===== config.mk =====
export PLATFORM = sky130hd
export DESIGN_NAME = time_switch_alarm_matcher_unit
export DESIGN_NICKNAME = d
export VERILOG_FILES = /design/src/hw/rtl/tsam_pkg.sv /design/src/hw/rtl/tsam_ram.sv /design/src/hw/rtl/tsam_match.sv /design/src/hw/rtl/tsam_emit.sv /design/src/hw/rtl/time_switch_alarm_matcher_unit.sv
export SDC_FILE = /design/constraint.sdc
export NUM_CORES = 1
export LEC_CHECK = 0
export BUFFER_PORTS_ARGS = -buffer_cell sky130_fd_sc_hd__buf_4
export CORE_UTILIZATION = 25
export CTS_BUF_LIST = sky130_fd_sc_hd__clkbuf_8
export DETAILED_ROUTE_END_ITERATION = 6
export PLACE_DENSITY = 0.37
export SYNTH_ARGS = -nofsm -noshare
export SYNTH_HDL_FRONTEND = slang
export SYNTH_HIERARCHICAL = 1
export SYNTH_SLANG_ARGS = --single-unit

===== constraint.sdc =====
create_clock -name i_clk -period 20.1 [get_ports i_clk]
set_input_delay 4.02 -clock i_clk [delete_from_list [all_inputs] [get_ports i_clk]]
set_output_delay 4.02 -clock i_clk [all_outputs]
set_load 0.02 [all_outputs]

===== src/hw/rtl/tsam_pkg.sv =====
// Shared types, constants and helper functions for the time switch alarm matcher.
// No dependencies; every other file of the block except tsam_ram imports this package.
`default_nettype none

package tsam_pkg;

    // Table size and derived widths
    localparam int NUM_ENTRIES = 8;
    localparam int IDX_W       = (NUM_ENTRIES > 1) ? $clog2(NUM_ENTRIES) : 1;
    localparam int CNT_W       = $clog2(NUM_ENTRIES + 1);

    // Results per tick are capped
    localparam int MAX_RES = 16;
    localparam int RES_W   = $clog2(MAX_RES + 1);

    // Field widths
    localparam int TOD_W  = 17;
    localparam int SUM_W  = TOD_W + 1;
    localparam int LOAD_W = 8;
    localparam int MASK_W = 7;
    localparam int DOM_W  = 5;
    localparam int WDAY_W = 3;
    localparam int SLOT_W = 3;
    localparam int OIDX_W = 3;

    // Multiples of one day, for the start + duration wrap
    localparam logic [SUM_W-1:0] DAY1 = SUM_W'(86400);
    localparam logic [SUM_W-1:0] DAY2 = SUM_W'(2 * 86400);
    localparam logic [SUM_W-1:0] DAY3 = SUM_W'(3 * 86400);

    // Item opcodes
    localparam logic OP_TICK  = 1'b0;
    localparam logic OP_WRITE = 1'b1;

    // Day rule of an entry
    typedef enum logic [1:0] {
        MODE_DAILY   = 2'd0,
        MODE_WEEKLY  = 2'd1,
        MODE_MONTHLY = 2'd2,
        MODE_NEVER   = 2'd3
    } t_mode;

    // One schedule entry as stored in the table memory (58 bits)
    typedef struct packed {
        logic              enabled;
        logic [LOAD_W-1:0] load;
        t_mode             mode;
        logic [MASK_W-1:0] mask;
        logic [DOM_W-1:0]  dom;
        logic [TOD_W-1:0]  start;
        logic              use_dur;
        logic [TOD_W-1:0]  stop;
    } t_entry;

    localparam int ENTRY_W = $bits(t_entry);

    // Match result of one entry, handed to the emit stage
    typedef struct packed {
        logic              on;
        logic              off;
        logic [LOAD_W-1:0] load;
        logic [IDX_W-1:0]  idx;
    } t_cand;

    // Status of the emit stage back to the walk control
    typedef struct packed {
        logic adv;       // emit stage takes a new entry this cycle
        logic idle3;     // emit stage holds no entry
        logic fin_done;  // closing word pushed this cycle
    } t_emit_sts;

    // Day rule check against the current weekday and day of month
    function automatic logic f_day_match(input t_entry e,
                                         input logic [WDAY_W-1:0] wday,
                                         input logic [DOM_W-1:0] dom);
        logic [7:0] m;
        logic       hit;
        m = {1'b0, e.mask};  // weekday seven has no mask bit
        unique case (e.mode)
            MODE_DAILY:   hit = 1'b1;
            MODE_WEEKLY:  hit = m[wday];
            MODE_MONTHLY: hit = (e.dom == dom);
            MODE_NEVER:   hit = 1'b0;
        endcase
        return hit;
    endfunction

    // Reduce a sum of two 17-bit times modulo one day (sum stays below four days)
    function automatic logic [TOD_W-1:0] f_mod_day(input logic [SUM_W-1:0] s);
        logic [SUM_W-1:0] d;
        priority if (s >= DAY3) begin
            d = s - DAY3;
        end else if (s >= DAY2) begin
            d = s - DAY2;
        end else if (s >= DAY1) begin
            d = s - DAY1;
        end else begin
            d = s;
        end
        return d[TOD_W-1:0];
    endfunction

endpackage

`default_nettype wire


===== src/hw/rtl/tsam_ram.sv =====
// Generic single-port-write, single-port-read RAM with registered read data.
// No dependencies.
`default_nettype none

module tsam_ram #(
    parameter int WIDTH = 8,
    parameter int DEPTH = 8
) (
    input  wire logic                                        i_clk,
    input  wire logic                                        i_we,
    input  wire logic [((DEPTH > 1) ? $clog2(DEPTH) : 1)-1:0] i_waddr,
    input  wire logic [WIDTH-1:0]                            i_wdata,
    input  wire logic                                        i_re,
    input  wire logic [((DEPTH > 1) ? $clog2(DEPTH) : 1)-1:0] i_raddr,
    output logic      [WIDTH-1:0]                            o_rdata
);

    logic [WIDTH-1:0] r_mem [DEPTH];

    // Write port
    always_ff @(posedge i_clk) begin
        if (i_we) begin
            r_mem[i_waddr] <= i_wdata;
        end
    end

    // Read port, data holds while no read is issued
    always_ff @(posedge i_clk) begin
        if (i_re) begin
            o_rdata <= r_mem[i_raddr];
        end
    end

endmodule

`default_nettype wire


===== src/hw/rtl/tsam_match.sv =====
// Match stage: registers one table entry and checks its day rule, start and stop.
// Depends on tsam_pkg.
`default_nettype none

module tsam_match (
    input  wire logic                            i_clk,
    input  wire logic                            i_rst_n,
    input  wire logic                            i_rd_vld,
    input  wire tsam_pkg::t_entry                i_ent,
    input  wire logic                            i_ent_ok,
    input  wire logic [tsam_pkg::IDX_W-1:0]      i_idx,
    input  wire logic [tsam_pkg::TOD_W-1:0]      i_tod,
    input  wire logic [tsam_pkg::WDAY_W-1:0]     i_wday,
    input  wire logic [tsam_pkg::DOM_W-1:0]      i_dom,
    input  wire logic                            i_adv,
    output logic                                 o_take,
    output logic                                 o_v2,
    output tsam_pkg::t_cand                      o_cand
);
    import tsam_pkg::*;

    logic              r_v2;
    logic              r_en;
    logic              r_on_hit;
    logic [SUM_W-1:0]  r_sum;
    logic              r_use_dur;
    logic [TOD_W-1:0]  r_stop;
    logic [LOAD_W-1:0] r_load;
    logic [IDX_W-1:0]  r_idx;
    logic [TOD_W-1:0]  off_t;

    // Stage is free when empty or when its entry moves on
    assign o_take = !r_v2 || i_adv;

    // Stage valid
    always_ff @(posedge i_clk) begin
        if (!i_rst_n) begin
            r_v2 <= 1'b0;
        end else if (o_take) begin
            r_v2 <= i_rd_vld;
        end
    end

    // Day rule, start compare and raw stop sum from the memory word
    always_ff @(posedge i_clk) begin
        if (o_take && i_rd_vld) begin
            r_en      <= i_ent_ok && i_ent.enabled && f_day_match(i_ent, i_wday, i_dom);
            r_on_hit  <= (i_tod == i_ent.start);
            r_sum     <= SUM_W'(i_ent.start) + SUM_W'(i_ent.stop);
            r_use_dur <= i_ent.use_dur;
            r_stop    <= i_ent.stop;
            r_load    <= i_ent.load;
            r_idx     <= i_idx;
        end
    end

    // Stop second: wrapped duration sum or absolute end time
    assign off_t = r_use_dur ? f_mod_day(r_sum) : r_stop;

    assign o_v2        = r_v2;
    assign o_cand.on   = r_en && r_on_hit;
    assign o_cand.off  = r_en && (i_tod == off_t);
    assign o_cand.load = r_load;
    assign o_cand.idx  = r_idx;

endmodule

`default_nettype wire


===== src/hw/rtl/tsam_emit.sv =====
// Emit stage: serializes on/off events, holds back one word to mark the last,
// and drives the output register. Depends on tsam_pkg.
`default_nettype none

module tsam_emit (
    input  wire logic                           i_clk,
    input  wire logic                           i_rst_n,
    input  wire logic                           i_v2,
    input  wire tsam_pkg::t_cand                i_cand,
    input  wire logic                           i_fin_req,
    input  wire logic                           i_out_ready,
    output tsam_pkg::t_emit_sts                 o_sts,
    output logic                                o_out_valid,
    output logic                                o_event_valid,
    output logic [tsam_pkg::LOAD_W-1:0]         o_load_id,
    output logic                                o_turn_on,
    output logic [tsam_pkg::OIDX_W-1:0]         o_entry_index,
    output logic                                o_last
);
    import tsam_pkg::*;

    // Stage 3: entry with pending events
    logic              r_v3;
    logic              r_on;
    logic              r_off;
    logic [LOAD_W-1:0] r_load;
    logic [IDX_W-1:0]  r_idx;

    // Held-back event word and count of events this tick
    logic              r_hold_v, n_hold_v;
    logic [LOAD_W-1:0] r_hold_load, n_hold_load;
    logic              r_hold_on, n_hold_on;
    logic [IDX_W-1:0]  r_hold_idx, n_hold_idx;
    logic [RES_W-1:0]  r_n, n_n;

    // Output register
    logic              r_ov, n_ov;
    logic              r_o_ev, n_o_ev;
    logic [LOAD_W-1:0] r_o_load, n_o_load;
    logic              r_o_on, n_o_on;
    logic [OIDX_W-1:0] r_o_idx, n_o_idx;
    logic              r_o_last, n_o_last;

    logic can_push;
    logic create;
    logic step_ok;
    logic any_ev;
    logic both_ev;
    logic step;
    logic adv;
    logic fin_go;

    // Step control: one event per cycle unless the output stalls, on before off
    assign can_push = !r_ov || i_out_ready;
    assign create   = (r_n < RES_W'(MAX_RES));
    assign step_ok  = !create || !r_hold_v || can_push;
    assign any_ev   = r_on || r_off;
    assign both_ev  = r_on && r_off;
    assign step     = r_v3 && any_ev && step_ok;
    assign adv      = !r_v3 || !any_ev || (step_ok && !both_ev);
    assign fin_go   = i_fin_req && !r_v3 && can_push;

    assign o_sts.adv      = adv;
    assign o_sts.idle3    = !r_v3;
    assign o_sts.fin_done = fin_go;

    // Stage 3 registers
    always_ff @(posedge i_clk) begin
        if (!i_rst_n) begin
            r_v3  <= 1'b0;
            r_on  <= 1'b0;
            r_off <= 1'b0;
        end else if (adv) begin
            r_v3  <= i_v2;
            r_on  <= i_v2 && i_cand.on;
            r_off <= i_v2 && i_cand.off;
        end else if (step) begin
            if (r_on) begin
                r_on <= 1'b0;
            end else begin
                r_off <= 1'b0;
            end
        end
    end

    always_ff @(posedge i_clk) begin
        if (adv) begin
            r_load <= i_cand.load;
            r_idx  <= i_cand.idx;
        end
    end

    // Hold and output next state
    always_comb begin
        n_hold_v    = r_hold_v;
        n_hold_load = r_hold_load;
        n_hold_on   = r_hold_on;
        n_hold_idx  = r_hold_idx;
        n_n         = r_n;
        n_ov        = r_ov && !i_out_ready;
        n_o_ev      = r_o_ev;
        n_o_load    = r_o_load;
        n_o_on      = r_o_on;
        n_o_idx     = r_o_idx;
        n_o_last    = r_o_last;

        // New event replaces the held word, which goes out as not last
        if (step && create) begin
            if (r_hold_v) begin
                n_ov     = 1'b1;
                n_o_ev   = 1'b1;
                n_o_load = r_hold_load;
                n_o_on   = r_hold_on;
                n_o_idx  = OIDX_W'(r_hold_idx);
                n_o_last = 1'b0;
            end
            n_hold_v    = 1'b1;
            n_hold_load = r_load;
            n_hold_on   = r_on;
            n_hold_idx  = r_idx;
            n_n         = r_n + RES_W'(1);
        end

        // Close the tick: held word as last, or an empty word
        if (fin_go) begin
            n_ov     = 1'b1;
            n_o_last = 1'b1;
            if (r_hold_v) begin
                n_o_ev   = 1'b1;
                n_o_load = r_hold_load;
                n_o_on   = r_hold_on;
                n_o_idx  = OIDX_W'(r_hold_idx);
            end else begin
                n_o_ev   = 1'b0;
                n_o_load = '0;
                n_o_on   = 1'b0;
                n_o_idx  = '0;
            end
            n_hold_v = 1'b0;
            n_n      = '0;
        end
    end

    always_ff @(posedge i_clk) begin
        if (!i_rst_n) begin
            r_hold_v <= 1'b0;
            r_n      <= '0;
            r_ov     <= 1'b0;
        end else begin
            r_hold_v <= n_hold_v;
            r_n      <= n_n;
            r_ov     <= n_ov;
        end
    end

    always_ff @(posedge i_clk) begin
        r_hold_load <= n_hold_load;
        r_hold_on   <= n_hold_on;
        r_hold_idx  <= n_hold_idx;
        r_o_ev      <= n_o_ev;
        r_o_load    <= n_o_load;
        r_o_on      <= n_o_on;
        r_o_idx     <= n_o_idx;
        r_o_last    <= n_o_last;
    end

    assign o_out_valid   = r_ov;
    assign o_event_valid = r_o_ev;
    assign o_load_id     = r_o_load;
    assign o_turn_on     = r_o_on;
    assign o_entry_index = r_o_idx;
    assign o_last        = r_o_last;

endmodule

`default_nettype wire


===== src/hw/rtl/time_switch_alarm_matcher_unit.sv =====
// Weekly programmable time switch matcher. A write word stores one schedule
// entry in the table memory. A tick word walks the table, reading one entry
// per cycle from the memory while the match stage can take it. Each tick
// yields its events in entry order (on before off for one entry), the last
// one flagged by o_last; a tick with no event yields one word with
// o_event_valid low. Entries never written read as disabled.
// Depends on tsam_pkg, tsam_ram, tsam_match and tsam_emit.
`default_nettype none

module time_switch_alarm_matcher_unit (
    input  wire logic                           i_clk,
    input  wire logic                           i_rst_n,
    // input channel
    input  wire logic                           i_in_valid,
    output logic                                o_in_ready,
    input  wire logic                           i_opcode,
    input  wire logic [tsam_pkg::SLOT_W-1:0]    i_slot,
    input  wire logic                           i_enabled,
    input  wire logic [tsam_pkg::LOAD_W-1:0]    i_load_number,
    input  wire logic [1:0]                     i_mode,
    input  wire logic [tsam_pkg::MASK_W-1:0]    i_day_mask,
    input  wire logic [tsam_pkg::DOM_W-1:0]     i_day_of_month,
    input  wire logic [tsam_pkg::TOD_W-1:0]     i_time_of_day,
    input  wire logic                           i_use_duration,
    input  wire logic [tsam_pkg::TOD_W-1:0]     i_stop_time,
    input  wire logic [tsam_pkg::WDAY_W-1:0]    i_weekday,
    // output channel
    output logic                                o_out_valid,
    input  wire logic                           i_out_ready,
    output logic                                o_event_valid,
    output logic [tsam_pkg::LOAD_W-1:0]         o_load_id,
    output logic                                o_turn_on,
    output logic [tsam_pkg::OIDX_W-1:0]         o_entry_index,
    output logic                                o_last
);
    import tsam_pkg::*;

    typedef enum logic [2:0] {
        S_IDLE  = 3'b001,
        S_WALK  = 3'b010,
        S_FINAL = 3'b100
    } t_state;

    t_state            r_state;
    logic [CNT_W-1:0]  r_ridx;
    logic              r_v1;
    logic              r_ok1;
    logic [IDX_W-1:0]  r_idx1;
    logic [NUM_ENTRIES-1:0] r_vld;
    logic [TOD_W-1:0]  r_tod;
    logic [WDAY_W-1:0] r_wday;
    logic [DOM_W-1:0]  r_dom;

    logic              accept;
    logic              in_range;
    logic              we;
    logic [IDX_W-1:0]  waddr;
    t_entry            wdata;
    logic              walk_more;
    logic              take;
    logic              issue;
    logic [IDX_W-1:0]  raddr;
    logic [ENTRY_W-1:0] rdata;
    logic              v2;
    t_cand             cand;
    t_emit_sts         sts;
    logic              drained;

    assign o_in_ready = (r_state == S_IDLE);
    assign accept     = i_in_valid && o_in_ready;

    // Table write from a write word
    assign in_range = (6'(i_slot) < 6'(NUM_ENTRIES));
    assign we       = accept && (i_opcode == OP_WRITE) && in_range;
    assign waddr    = IDX_W'(i_slot);

    assign wdata.enabled = i_enabled;
    assign wdata.load    = i_load_number;
    assign wdata.mode    = t_mode'(i_mode);
    assign wdata.mask    = i_day_mask;
    assign wdata.dom     = i_day_of_month;
    assign wdata.start   = i_time_of_day;
    assign wdata.use_dur = i_use_duration;
    assign wdata.stop    = i_stop_time;

    // Walk: one read per cycle while the match stage can take the data
    assign walk_more = (r_state == S_WALK) && (r_ridx != CNT_W'(NUM_ENTRIES));
    assign issue     = walk_more && (!r_v1 || take);
    assign raddr     = r_ridx[IDX_W-1:0];
    assign drained   = !walk_more && !r_v1 && !v2 && sts.idle3;

    tsam_ram #(
        .WIDTH (ENTRY_W),
        .DEPTH (NUM_ENTRIES)
    ) u_table (
        .i_clk   (i_clk),
        .i_we    (we),
        .i_waddr (waddr),
        .i_wdata (wdata),
        .i_re    (issue),
        .i_raddr (raddr),
        .o_rdata (rdata)
    );

    tsam_match u_match (
        .i_clk    (i_clk),
        .i_rst_n  (i_rst_n),
        .i_rd_vld (r_v1),
        .i_ent    (t_entry'(rdata)),
        .i_ent_ok (r_ok1),
        .i_idx    (r_idx1),
        .i_tod    (r_tod),
        .i_wday   (r_wday),
        .i_dom    (r_dom),
        .i_adv    (sts.adv),
        .o_take   (take),
        .o_v2     (v2),
        .o_cand   (cand)
    );

    tsam_emit u_emit (
        .i_clk         (i_clk),
        .i_rst_n       (i_rst_n),
        .i_v2          (v2),
        .i_cand        (cand),
        .i_fin_req     (r_state == S_FINAL),
        .i_out_ready   (i_out_ready),
        .o_sts         (sts),
        .o_out_valid   (o_out_valid),
        .o_event_valid (o_event_valid),
        .o_load_id     (o_load_id),
        .o_turn_on     (o_turn_on),
        .o_entry_index (o_entry_index),
        .o_last        (o_last)
    );

    // Control state
    always_ff @(posedge i_clk) begin
        if (!i_rst_n) begin
            r_state <= S_IDLE;
            r_ridx  <= '0;
            r_v1    <= 1'b0;
            r_vld   <= '0;
        end else begin
            if (we) begin
                r_vld[waddr] <= 1'b1;
            end
            if (issue) begin
                r_v1   <= 1'b1;
                r_ridx <= r_ridx + CNT_W'(1);
            end else if (take) begin
                r_v1 <= 1'b0;
            end
            unique case (r_state)
                S_IDLE: begin
                    if (accept && (i_opcode == OP_TICK)) begin
                        r_ridx  <= '0;
                        r_state <= S_WALK;
                    end
                end
                S_WALK: begin
                    if (drained) begin
                        r_state <= S_FINAL;
                    end
                end
                S_FINAL: begin
                    if (sts.fin_done) begin
                        r_state <= S_IDLE;
                    end
                end
                default: begin
                    r_state <= S_IDLE;
                end
            endcase
        end
    end

    // Tick fields and read tags
    always_ff @(posedge i_clk) begin
        if (accept && (i_opcode == OP_TICK)) begin
            r_tod  <= i_time_of_day;
            r_wday <= i_weekday;
            r_dom  <= i_day_of_month;
        end
        if (issue) begin
            r_idx1 <= raddr;
            r_ok1  <= r_vld[raddr];
        end
    end

    // Checks
    a_notlast_is_event: assert property (@(posedge i_clk) disable iff (!i_rst_n)
        (o_out_valid && !o_last) |-> o_event_valid)
        else $error("non-last output word carries no event");

    a_no_rw_overlap: assert property (@(posedge i_clk) disable iff (!i_rst_n)
        !(we && issue))
        else $error("table written while being walked");

    a_idle_empty: assert property (@(posedge i_clk) disable iff (!i_rst_n)
        o_in_ready |-> (!r_v1 && !v2 && sts.idle3))
        else $error("input ready while entries still in flight");

    a_fin_in_final: assert property (@(posedge i_clk) disable iff (!i_rst_n)
        sts.fin_done |=> (r_state == S_IDLE) && o_out_valid && o_last)
        else $error("closing word not delivered as last");

endmodule

`default_nettype wire

* Yosys cells after proc, flatten, opt, wreduce, memory -nomap -nowiden
Memories as Yosys holds them, arrays and structs flattened. A register that Yosys moved wholly into a read port is not among the register bits.
Index checks and enable logic that the tools add are counted.
** Storage, ports and cells
- Register bits :: 142
- Logic and storage cells :: 164
- Memories kept :: 1
- Output and inout port bits :: 16
- Bits in writable memories :: 464
** Memory list
- u_table.r_mem :: words 8, width 58, rd ports 1, clocked after memory_dff 1, write ports 1, RTL line tsam_ram.sv:18 : logic [WIDTH-1:0] r_mem [DEPTH];
** Cells by class
- Add/sub/neg operators :: 6
- Order comparisons :: 8
- Bitwise gates (word level) :: 3
- Muxes and demuxes :: 47
- Reduce and logical (&&, ||, !) cells :: 52
- Eq/ne operators :: 14
** Operators by type and width (count)
- two-way mux 17 bit :: 4
- >= comparator 18 bit (second input constant) :: 2
- equality test 17 bit :: 2
- subtractor 17 bit (second input constant) :: 2
- two-way mux 8 bit :: 4
- logical AND 1 bit :: 24
- two-way mux 1 bit :: 24
- two-way mux 3 bit :: 7
- adder 17 x 17 -> 18 bit :: 1
- >= comparator 18 x 17 -> 1 bit (second input constant) :: 1
- subtractor 17 x 16 -> 17 bit (second input constant) :: 1
- < comparator 3 x 4 -> 1 bit (second input constant) :: 3
- two-way mux 4 bit :: 3
- logical NOT 1 bit :: 10
- case mux 3 bit (3 select lines) :: 1
- logical OR 1 bit :: 8
- bitwise OR 8 bit :: 1
- nonzero test 2 bit :: 4
- binary-select mux 1 bit (select 3 bit) :: 2
- inequality test 2 bit (second input constant) :: 3
- AND reduction 2 bit :: 3
- adder 5 x 1 -> 5 bit (second input constant) :: 1
- equality test 5 bit :: 1
- < comparator 5 bit (second input constant) :: 1
- other kinds (15) :: 17

* Longest topological paths before layout
- Depth after elaboration :: 12
- Mapped depth :: 16
- Depth with buffers taken out :: 13

* Modules after synthesis
Netlist, hierarchy kept.
** Modules (own cells, without submodules)
- tsam_ram :: instances 1, cells an instance 741, area each 19412.4 um^2
- tsam_match :: instances 1, cells an instance 374, area each 3892.5 um^2
- tsam_emit :: instances 1, cells an instance 123, area each 1766.7 um^2
- time_switch_alarm_matcher_unit :: instances 1, cells an instance 128, area each 1714.1 um^2

* Least setup slack after synthesis
OpenSTA, ideal clock, no wires.
- Path kind :: input to register
- Start point :: input i_out_ready
- End point :: register r_idx1[0] (enable)
- Setup time :: 558 ps
- Stages on the path :: 9
- Arrival time :: 9473 ps
- Setup slack :: 10069 ps
- Cells stage by stage :: nor4bb_1 -> clkbuf_1 -> o21ai_0 -> a21o_1 -> buf_4 -> nand2b_1 -> nor2b_1 -> clkbuf_1 -> nor3_1
** Between the ends
- Cells in the longest elaborated chain, start to end :: 7
** RTL lines
- start: declaration :: RTL line time_switch_alarm_matcher_unit.sv:29 : input wire logic i_out_ready,
- logical OR 1 bit :: RTL line tsam_emit.sv:54 : assign can_push = !r_ov || i_out_ready;
- logical OR 1 bit :: RTL line tsam_emit.sv:56 : assign step_ok = !create || !r_hold_v || can_push;
- logical AND 1 bit :: RTL line tsam_emit.sv:60 : assign adv = !r_v3 || !any_ev || (step_ok && !both_ev);
- logical OR 1 bit :: RTL line tsam_emit.sv:60
- net u_emit.adv :: RTL line tsam_emit.sv:50 : logic adv;
- logical OR 1 bit :: RTL line tsam_match.sv:33 : assign o_take = !r_v2 || i_adv;
- net take :: RTL line time_switch_alarm_matcher_unit.sv:60 : logic take;
- logical OR 1 bit :: RTL line time_switch_alarm_matcher_unit.sv:88 : assign issue = walk_more && (!r_v1 || take);
- logical AND 1 bit :: RTL line time_switch_alarm_matcher_unit.sv:88
- net issue :: RTL line time_switch_alarm_matcher_unit.sv:61 : logic issue;
- end signal: assignment :: RTL line time_switch_alarm_matcher_unit.sv:186 : r_idx1 <= raddr;
- end: declaration :: RTL line time_switch_alarm_matcher_unit.sv:48 : logic [IDX_W-1:0] r_idx1;
The timed path passes the listed nets, and every way through them passes these cells.
A chain may end at the register's enable or synchronous reset.

* Worst setup path after layout
- Start point :: register r_state[0]
- End point :: output o_in_ready
** Between the ends
- Cells in the longest elaborated chain, start to end :: 1
** RTL lines
- start: declaration :: RTL line time_switch_alarm_matcher_unit.sv:44 : t_state r_state;
- start signal: assignment :: RTL line time_switch_alarm_matcher_unit.sv:140 : r_state <= S_IDLE;
- start signal: assignment :: RTL line time_switch_alarm_matcher_unit.sv:158 : r_state <= S_WALK;
- start signal: assignment :: RTL line time_switch_alarm_matcher_unit.sv:163 : r_state <= S_FINAL;
- equality test 3 x 1 -> 1 bit :: RTL line time_switch_alarm_matcher_unit.sv:69 : assign o_in_ready = (r_state == S_IDLE);
- end: declaration :: RTL line time_switch_alarm_matcher_unit.sv:15 : output logic o_in_ready,
No other way between the ends.

==> results.yml <==
timing:
  clock.fmax_ghz: 0.1669
  rsz0062_at_grt: "no"
  hold_viol: 0
  tns_ns: 0
  finalSetupViolCount: 0
  relSlewSlack: 0.2345
  finalWorstSetupSlack_ns: 14.11
  finalClockSkew_ns: 0.03962
  tightest_slew_ns: 1.141
  final.min_clock_period_ns: 5.991
  drv_slew: 0
  min_period_over_period: 0.2980
synthesis:
  synth_top_area_cell: "edfxtp_1"
  yosysMostFrequentCell: "edfxtp_1"
  syn_avg_cell_area_um2: 19.61
  ys_ff_latch: 664
  synthTopCellsByArea: "edfxtp_1, mux4_2, mux2_4"
  async_flop_share: 0
  syn-num-nets: 1463
  ys_seq_area_frac: 0.7339
  synth_edf_count: 636
  synth_ff_type: "edfxtp_1"
  synth_area_um2: 26790
  synthTopCellsByCount: "edfxtp_1, mux4_2, mux2_4"
  syn_inst: 1366
  yosys.cell_types.count: 85
  yosysTopAreaCellShare: 0.7130
  yosys_warnings: 6
power:
  p_int_mw: 2.133
  power_mw: 2.718
  switching_share: 0.2154
  power_density_nw_per_um2: 87.39
  p_switching_mw: 0.5855
  ir_drop_uv: 43.46
  p_comb_frac: 0.024
  seq_power_share: 0.565
  clkPwrFrac: 0.411
  leakagePower_nw: 9.879
global_route:
  gr-usage-met1: 0.1700
  grt_pass1_vias: 14190
  grt_overflow: 0
  grtUsageTotal: 0.1242
  antenna_found_initial: 7
  grt_max_degree: 101
  use_met2: 0.1983
  grt_pass1_wl_um: 97450
  use_met3: 0.02343
  grt-busiest-layer: "met2"
route:
  postRouteAntennaNets: 0
  drt_iter0_drc: 691
  wl_um: 66730
  via_per_inst: 4.357
  drc_errors: 5
  num_vias: 13103
  drtPass1Iterations: 7
  wl_per_cell_um: 22.19
clocking:
  clock_path_buffers: 3
  clock_latency_ns: 0.74
  path_clk_slew_ns: 0.06
  cts_inserted_buffers: 117
  cts_tree: "done"
  htreeDepth: 3
  cts_setup_buffers: 0
  clock-root-buffer: "clkbuf_8"
  cts.repair.resized: 0
  cts.sinks: 664
  cts_hold_buffers: 0
floorplan:
  pin_count: 85
  die_h_um: 329.3
  dieArea_um2: 108500
  core_um2: 105700
  num_rows: 119
  die_w_um: 329.3
  initial_core_util: 0.2534
final_layout:
  fillers: 10367
  drive_gt1_frac: 0.2749
  layout.nets: 1629
  seqCellArea_um2: 19670
  fin_area_um2: 31100
  area_growth_pct: 16.12
  multi_input_area_um2: 6715
critical_path:
  r2r-start: "u_match/r_sum[9]"
  startpoint: "r_state[0]"
  crit_family: "simple AND/OR/NAND/NOR gates"
  worst-path-buf-inv: 2
  cp_slowest_cell: "or3b_1"
  slowest_delay_ns: 0.54
  endpoint_kind: "output pin"
  reg2reg_slack_ns: 16.05
  crit_fanout: 9
  crit_type: "reg2out"
  path_cells: "or3b_1 > inv_1 > buf_4"
  cp.required_ns: 16.08
  start_kind: "flip-flop"
  arrival_ns: 1.97
place:
  dp_hpwl_um: 40750
  place_congestion: 0.7044
  pre_cts_ws_ns: 13.35
  placed_area_um2: 29040
  io_buffers: 84
run_status:
  failed_checks: "DRC"
  status: "complete, but fails checks"
flow_run:
  drv_cap: 0
worst_hold_path:
  hp-class: "reg2reg"
  hold_start: "r_idx1[2]"
## power by group through the flow
stage	Sequential (mW)	Combinational, mW	Clock [mW]
floorplan	1.56	0.0276	0
global placement	1.56	0.0671	0
detailed placement	1.56	0.0680	0
CTS	1.53	0.0681	1.17
global route	1.54	0.0722	1.23
finish	1.53	0.0651	1.12
## worst reg2reg max path, cell delays in order, from the launching register on
cell and delay (ns):
edfxtp_1 0.57, inv_1 0.17, ha_1 0.21, a21bo_2 0.25, a21oi_1 0.13, nor4_2 0.89
a21oi_1 0.17, nand3b_1 0.20, a21boi_4 0.08, a2111oi_4 0.36, o2111ai_1 0.29, nor4_2 0.43
nand3_1 0.12, o22ai_1 0.11
## final timing paths
kind | cells after the start | end
worst max-delay path | 3 | o_in_ready
worst min register to register | 0 | u_match/r_idx[2]
worst min-delay path | 0 | u_match/r_idx[2]
worst max register to register | 13 | u_emit/r_off
## cell families after synthesis
kind of cell / synth area share
flops: 0.7339
simple gates: 0.04097
mux: 0.1372
compound gates: 0.03872
buf+inv: 0.01812
xor+xnor: 0.01766
fa+ha+maj: 0.01336
## cell usage in the layout (no fill, tap or decap), types with 6 or more instances in the layout
cell type and n:
nor2_1 29, nand3_1 10, nand4_1 7, nor2_4 7
nand3b_1 6, edfxtp_1 636, mux2_4 40, buf_4 104
nand2_1 39, ha_1 27, clkinv_1 32, mux4_2 111
nand2b_1 9, a21oi_1 33, mux2i_1 14, nor2b_1 19
o211ai_1 9, or3_1 7, a21o_1 6, o21ai_0 24
nor4_1 8, inv_1 68, dfxtp_1 25, nor3_1 16
clkbuf_8 119, clkinv_2 6, mux2_2 20, xnor2_1 30
o21a_1 6, xor2_1 24, mux4_1 8
## registers in the layout, indices dropped and copies added (netlist names), 4 cells and up
signal / flops
u_table/r_mem: 464
u_table/o_rdata: 58
u_match/r_sum: 18
r_tod: 17
u_match/r_stop: 17
r_vld: 8
u_emit/o_load_id: 8
u_emit/r_hold_load: 8
u_emit/r_load: 8
u_match/r_load: 8
r_dom: 5
u_emit/r_n: 5
r_ridx: 4
## layout make-up
cell class / count / share of cell area
clock buffers: 119 / 0.05266
clock inverters: 83 / 0.01352
well taps: 1391 / 0.05596
multi-input cells: 613 / 0.2159
inverters: 31 / 0.003741
repair buffers: 105 / 0.02575
flip-flops and latches: 664 / 0.6324
diodes: 1 / 0.00008045
## stage by stage
step	std cells	hold slack, ns	util
6_report	3007	0.4150	0.2942
5_1_grt	3007	0.4296	0.2942
4_1_cts	3006	0.4185	0.2942
3_5_place_dp	2804	0.4045	0.2747
3_3_place_gp	2804	0.4027	0.2747
2_1_floorplan	1366	0.4003	-
## routing by layer
| layer | routed length (um) | vias up | share of wire |
|---|---|---|---|
| met3 | 2477 | 90 | 0.037 |
| met5 | 10 | - | 0.00015 |
| met4 | 1233 | 2 | 0.018 |
| met1 | 31600 | 6880 | 0.47 |
| li1 | - | 5896 | - |
| met2 | 31410 | 235 | 0.47 |
No activity file was read; power rests on OpenSTA's default activity.
